`src/rtl/core/sfla_pkg.sv`:
```
// sfla_pkg: shared types and constants for the slab free list allocator.
// No dependencies; every rtl/core file refers to it by scoped names.
package sfla_pkg;

  localparam int MAX_OBJECTS = 1024;
  localparam int IDX_W       = $clog2(MAX_OBJECTS);   // entry index
  localparam int LINK_W      = IDX_W + 1;             // link / head, holds end marker
  localparam int CNT_W       = IDX_W + 1;             // counts 0..MAX_OBJECTS
  localparam int ADDR_W      = 32;
  localparam int SIZE_W      = 16;
  localparam int CFG_CNT_W   = 11;
  localparam int CFG_IDX_W   = 2;
  localparam int CFG_DATA_W  = 32;

  localparam logic [LINK_W-1:0] LIST_END = {LINK_W{1'b1}};
  localparam logic [CNT_W-1:0]  MAX_CNT  = CNT_W'(MAX_OBJECTS);

  localparam logic [CFG_IDX_W-1:0] CFG_BASE  = 2'd0;
  localparam logic [CFG_IDX_W-1:0] CFG_SIZE  = 2'd1;
  localparam logic [CFG_IDX_W-1:0] CFG_COUNT = 2'd2;

  localparam logic [SIZE_W-1:0] SIZE_RESET = 16'd16;

  typedef enum logic [1:0] {
    OP_ALLOC = 2'd0,
    OP_FREE  = 2'd1,
    OP_INIT  = 2'd2,
    OP_RSVD  = 2'd3
  } op_t;

  typedef enum logic [1:0] {
    ST_OK       = 2'd0,
    ST_INVALID  = 2'd1,
    ST_NOMEM    = 2'd2,
    ST_INTERNAL = 2'd3
  } status_t;

  typedef enum logic [2:0] {
    S_IDLE,
    S_ALLOC,
    S_ALLOC_UPD,
    S_FREE,
    S_FREE_DIV,
    S_FREE_RD,
    S_FREE_UPD,
    S_RESP
  } state_t;

  // write request into the link store
  typedef struct packed {
    logic              en;
    logic [IDX_W-1:0]  addr;
    logic              taken;
    logic [LINK_W-1:0] link;
  } store_wr_t;

  // read result from the link store
  typedef struct packed {
    logic              taken;
    logic [LINK_W-1:0] link;
  } store_rd_t;

endpackage

```
`src/rtl/core/sfla_div.sv`:
```
// sfla_div: restoring divider, one quotient bit per cycle.
// Depends on sfla_pkg for widths.
module sfla_div (
  input  logic                         clk,
  input  logic                         rst_n,
  input  logic                         start,
  input  logic [sfla_pkg::ADDR_W-1:0]  dividend,
  input  logic [sfla_pkg::SIZE_W-1:0]  divisor,
  output logic                         done,
  output logic [sfla_pkg::ADDR_W-1:0]  quot,
  output logic [sfla_pkg::SIZE_W-1:0]  rem
);

  localparam int STEP_W = $clog2(sfla_pkg::ADDR_W);

  logic                        busy_r, busy_nxt;
  logic                        done_r, done_nxt;
  logic [STEP_W-1:0]           cnt_r, cnt_nxt;
  logic [sfla_pkg::ADDR_W-1:0] quo_r, quo_nxt;
  logic [sfla_pkg::SIZE_W-1:0] rem_r, rem_nxt;
  logic [sfla_pkg::SIZE_W-1:0] dsr_r, dsr_nxt;

  logic [sfla_pkg::SIZE_W:0]   shifted;
  logic [sfla_pkg::SIZE_W:0]   diff;
  logic                        ge;

  assign shifted = {rem_r, quo_r[sfla_pkg::ADDR_W-1]};
  assign ge      = shifted >= {1'b0, dsr_r};
  assign diff    = shifted - {1'b0, dsr_r};

  always_comb begin
    busy_nxt = busy_r;
    done_nxt = 1'b0;
    cnt_nxt  = cnt_r;
    quo_nxt  = quo_r;
    rem_nxt  = rem_r;
    dsr_nxt  = dsr_r;
    if (start) begin
      busy_nxt = 1'b1;
      cnt_nxt  = {STEP_W{1'b1}};
      quo_nxt  = dividend;
      rem_nxt  = '0;
      dsr_nxt  = divisor;
    end else if (busy_r) begin
      rem_nxt = ge ? diff[sfla_pkg::SIZE_W-1:0] : shifted[sfla_pkg::SIZE_W-1:0];
      quo_nxt = {quo_r[sfla_pkg::ADDR_W-2:0], ge};
      cnt_nxt = cnt_r - 1'b1;
      if (cnt_r == '0) begin
        busy_nxt = 1'b0;
        done_nxt = 1'b1;
      end
    end
  end

  always_ff @(posedge clk) begin
    if (!rst_n) begin
      busy_r <= 1'b0;
      done_r <= 1'b0;
      cnt_r  <= '0;
    end else begin
      busy_r <= busy_nxt;
      done_r <= done_nxt;
      cnt_r  <= cnt_nxt;
    end
  end

  always_ff @(posedge clk) begin
    quo_r <= quo_nxt;
    rem_r <= rem_nxt;
    dsr_r <= dsr_nxt;
  end

  assign done = done_r;
  assign quot = quo_r;
  assign rem  = rem_r;

endmodule

```
`config.mk`:
```
export PLATFORM = sky130hd
export DESIGN_NAME = sfla_div
export DESIGN_NICKNAME = d
export VERILOG_FILES = /design/src/rtl/core/sfla_pkg.sv /design/src/rtl/core/sfla_div.sv
export SDC_FILE = /design/constraint.sdc
export NUM_CORES = 1
export LEC_CHECK = 0
export BUFFER_PORTS_ARGS = -buffer_cell sky130_fd_sc_hd__buf_2
export CORE_ASPECT_RATIO = 0.8
export CORE_MARGIN = 2
export CORE_UTILIZATION = 40
export CTS_CLUSTER_SIZE = 24
export DETAILED_ROUTE_END_ITERATION = 16
export PLACE_DENSITY = 0.7
export SETUP_SLACK_MARGIN = 0.3
export SLEW_MARGIN = 20
export SYNTH_ARGS = -nofsm -noshare
export SYNTH_HDL_FRONTEND = slang
export SYNTH_SLANG_ARGS = --single-unit
```
`constraint.sdc`:
```
create_clock -name clk -period 3.3 [get_ports clk]
set_input_delay 0.495 -clock clk [delete_from_list [all_inputs] [get_ports clk]]
set_output_delay 0.495 -clock clk [all_outputs]
set_load 0.1 [all_outputs]
```
==> impl_metrics.py <==
metrics = {
    "placement": {
        "dp_hpwl_um": 6740,
        "place.gp.congestion": 0.920,
        "port_buffers": 99,
    },
    "worst_setup_path": {
        "crit_type": "flip-flop to flip-flop",
        "start_kind": "flip-flop",
        "crit_path_end_kind": "flip-flop",
        "crit_fanout": 10,
        "path_cells": "inv_1 > ha_1 > nand4_2 > or3_4 > a31oi_4 > o2111a_1 > nor2_4 > o31ai_1",
        "cpLargestDelayFamily": "compound AO/OA/AOI/OAI gates",
        "max_stage_delay_ns": 0.53,
        "crit_required_ns": 3.53,
        "cp_data_arrival_time_ns": 2.88,
        "cp.buffers_inverters": 1,
        "cp_slowest_cell": "o2111a_1",
    },
    "synth": {
        "ys.flop_type": "edfxtp_1",
        "yosys-top-cells-area": "edfxtp_1, dfxtp_1, mux2_2",
        "avgSynthCellArea_um2": 11.1,
        "synth_edf_count": 48,
        "yosysTopAreaCell": "edfxtp_1",
        "synth_top_cell_area_share_pct": 37.0,
        "yosysSeqAreaShare_pct": 48.9,
        "synth_seq_cells": 71,
        "asyncSetResetFlopFracSynth_pct": 0,
        "ys_types": 64,
        "syn-instance-count": 351,
        "yosysWarningCount": 0,
        "synth.net_count": 421,
        "syn_area_um2": 3890,
    },
    "clocking": {
        "ctsLongestPathBuffers": 2,
        "htree_levels": 3,
        "cts.sinks": 71,
        "clk_pin_slew_ns": 0.06,
        "post_cts_buffers": 0,
        "numCtsBuffers": 9,
        "root_buffer": "clkbuf_16",
        "ctsHoldBuffers": 0,
        "cts_tree": "yes",
        "cts_resized": 0,
        "clk_latency_ns": 0.33,
    },
    "die": {
        "io_pins": 100,
        "core_area_um2": 9570,
        "row_count": 32,
        "dieArea_um2": 10500,
        "die_x_um": 114,
        "initial_core_util_pct": 40.7,
        "die_y_um": 92.2,
    },
    "cells_and_area": {
        "synthToLayoutAreaGrowth_pct": 23.6,
        "diodes": 0,
        "multi_input_area_um2": 1810,
        "fillers": 862,
        "fin_nets": 519,
        "register_area_um2": 1900,
        "layout-drive-gt1-share_pct": 37.2,
    },
    "power_and_ir_drop": {
        "cellPowerDensity_nw_per_um2": 594,
        "power_switching_uw": 963,
        "switching_share_pct": 33.7,
        "clkPwrFrac_pct": 36.8,
        "p_int_mw": 1.89,
        "comb_power_share_pct": 25.4,
        "power_leakage_nw": 2.06,
        "p_seq_share_pct": 37.8,
        "vdd_drop_max_mv": 0.411,
    },
    "drt": {
        "first_pass_iters": 5,
        "drc": 0,
        "vias": 3028,
        "routed_wl_um": 9580,
        "post_drt_via_cell_ratio": 5.28,
        "wl_per_cell_um": 16.7,
        "antenna_left": 0,
        "drt_iter0_markers": 205,
    },
    "sta": {
        "max_slew_margin_pct": 33.1,
        "finalMaxSlewViolations": 0,
        "tightestPinTransition_ns": 1.00,
        "rsz0062_at_grt": "false",
        "whs_ns": 0.337,
        "hold_viol_final": 0,
        "fmax_mhz": 377,
        "tns_ns": 0,
        "fin_crit_sh_pct": 80.4,
        "finalClockSkew_ns": 0.00459,
        "setup_violations": 0,
        "period_minus_slack_ns": 2.65,
    },
    "grt": {
        "track_usage_pct": 18.4,
        "grt_remaining_overflow": 0,
        "antenna_found_initial": 0,
        "grt_max_degree": 46,
        "grt_pass1_vias": 2949,
        "grt_pass1_wl_um": 15100,
    },
    "hold_path": {
        "hp-class": "primary input to flip-flop",
    },
    "status": {
        "status": "completed",
    },
    "job": {
        "maxCapViolations": 0,
    },
}
==> per-layer routing <==
metal	vias to the layer above	global-route usage, %	wire length (um)
met2	83	28.0	4330
met5	-	0	0
met3	15	4.69	441
met1	1434	25.6	4660
met4	0	5.79	144
li1	1496	-	-
==> layout by cell type (no fill, tap or decap), drive strengths merged, types with 2 or more instances in the layout <==
| cell | count |
|---|---|
| buf | 103 |
| edfxtp | 48 |
| mux2 | 31 |
| nor2 | 30 |
| inv | 27 |
| nand2 | 24 |
| dfxtp | 23 |
| a21oi | 21 |
| ha | 18 |
| o21ai | 11 |
| clkbuf | 11 |
| nand4 | 9 |
| xor2 | 8 |
| nand3 | 6 |
| o311ai | 6 |
| o211ai | 5 |
| nor3 | 5 |
| xnor2 | 5 |
| a311oi | 5 |
| a21o | 5 |
| nand2b | 4 |
| nor2b | 4 |
| o31ai | 4 |
| and2 | 3 |
| a2111oi | 2 |
| a41oi | 2 |
| o21a | 2 |
| a32oi | 2 |
| o221ai | 2 |
| bufinv | 2 |
| and3 | 2 |
| or3 | 2 |
| a31oi | 2 |
| a31o | 2 |
| clkinv | 2 |
==> cells by family (layout without fill, tap and decap cells) <==
| family | after synthesis | after routing | synth area share [%] |
|---|---|---|---|
| DFF | 71 | 71 | 48.9 |
| muxes | 32 | 32 | 9.23 |
| buffers and inverters | 43 | 146 | 4.69 |
| adders and majority gates | 19 | 19 | 6.30 |
| and+or+nand+nor | 97 | 97 | 12.7 |
| AOI/OAI and AO/OA | 76 | 76 | 15.2 |
| xor gates and xnor gates | 13 | 13 | 2.93 |
==> through the flow <==
step	cells	power [mW]	utilization [%]	setup WS, ns	instance area [um2]
after floorplan	351	1.68	-	0.318	3890
after global placement	557	1.81	46.9	0.684	4490
after detailed placement	557	1.82	46.9	0.690	4490
after CTS	573	2.87	50.3	0.665	4810
after global routing	573	2.96	50.3	0.440	4810
final	573	2.86	50.3	0.646	4810
==> cells in the mapped netlist, drive strengths merged (2+ instances only) <==
master and instances:
edfxtp 48, mux2 31, nor2 30, inv 27, nand2 24, dfxtp 23
a21oi 21, ha 18, o21ai 11, nand4 9, buf 8, clkbuf 8
xor2 8, nand3 6, o311ai 6, a21o 5, a311oi 5, nor3 5
o211ai 5, xnor2 5, nand2b 4, nor2b 4, o31ai 4, and2 3
a2111oi 2, a31o 2, a31oi 2, a32oi 2, a41oi 2, and3 2
o21a 2, o221ai 2, or3 2
==> layout make-up <==
class                      count  area share, %
sequential                    71           39.6
multi-input combinational    237           37.6
timing repair buffer         103           10.9
clock buffer                  11           5.05
tap                          119           3.10
inverter                      27           2.11
clock inverter                 5           1.69
==> path summary, 6_finish.rpt <==
check | start | slack (ns) | end | cells after the start
worst max register to register | dsr_r[9] | 0.65 | rem[11] | 8
worst max-delay path | dsr_r[9] | 0.65 | rem[11] | 8
worst min register to register | rem[5] | 0.49 | rem[5] | 2
worst min-delay path | divisor[1] | 0.34 | dsr_r[1] | 1
==> registers in the layout, summed over array words and instances, names as in the netlist <==
signal,cells
quot,32
dsr_r,16
cnt_r,5
rem,16
busy_r,1
done,1
==> power groups by stage <==
| stage | Combinational [mW] | Clock [mW] | Sequential [mW] |
|---|---|---|---|
| after global routing | 0.763 | 1.11 | 1.09 |
| after global placement | 0.715 | 0 | 1.09 |
| after CTS | 0.725 | 1.07 | 1.08 |
| final | 0.725 | 1.05 | 1.08 |
| after detailed placement | 0.721 | 0 | 1.10 |
| after floorplan | 0.236 | 0 | 1.44 |
No activity file was read; power rests on OpenSTA's default activity.
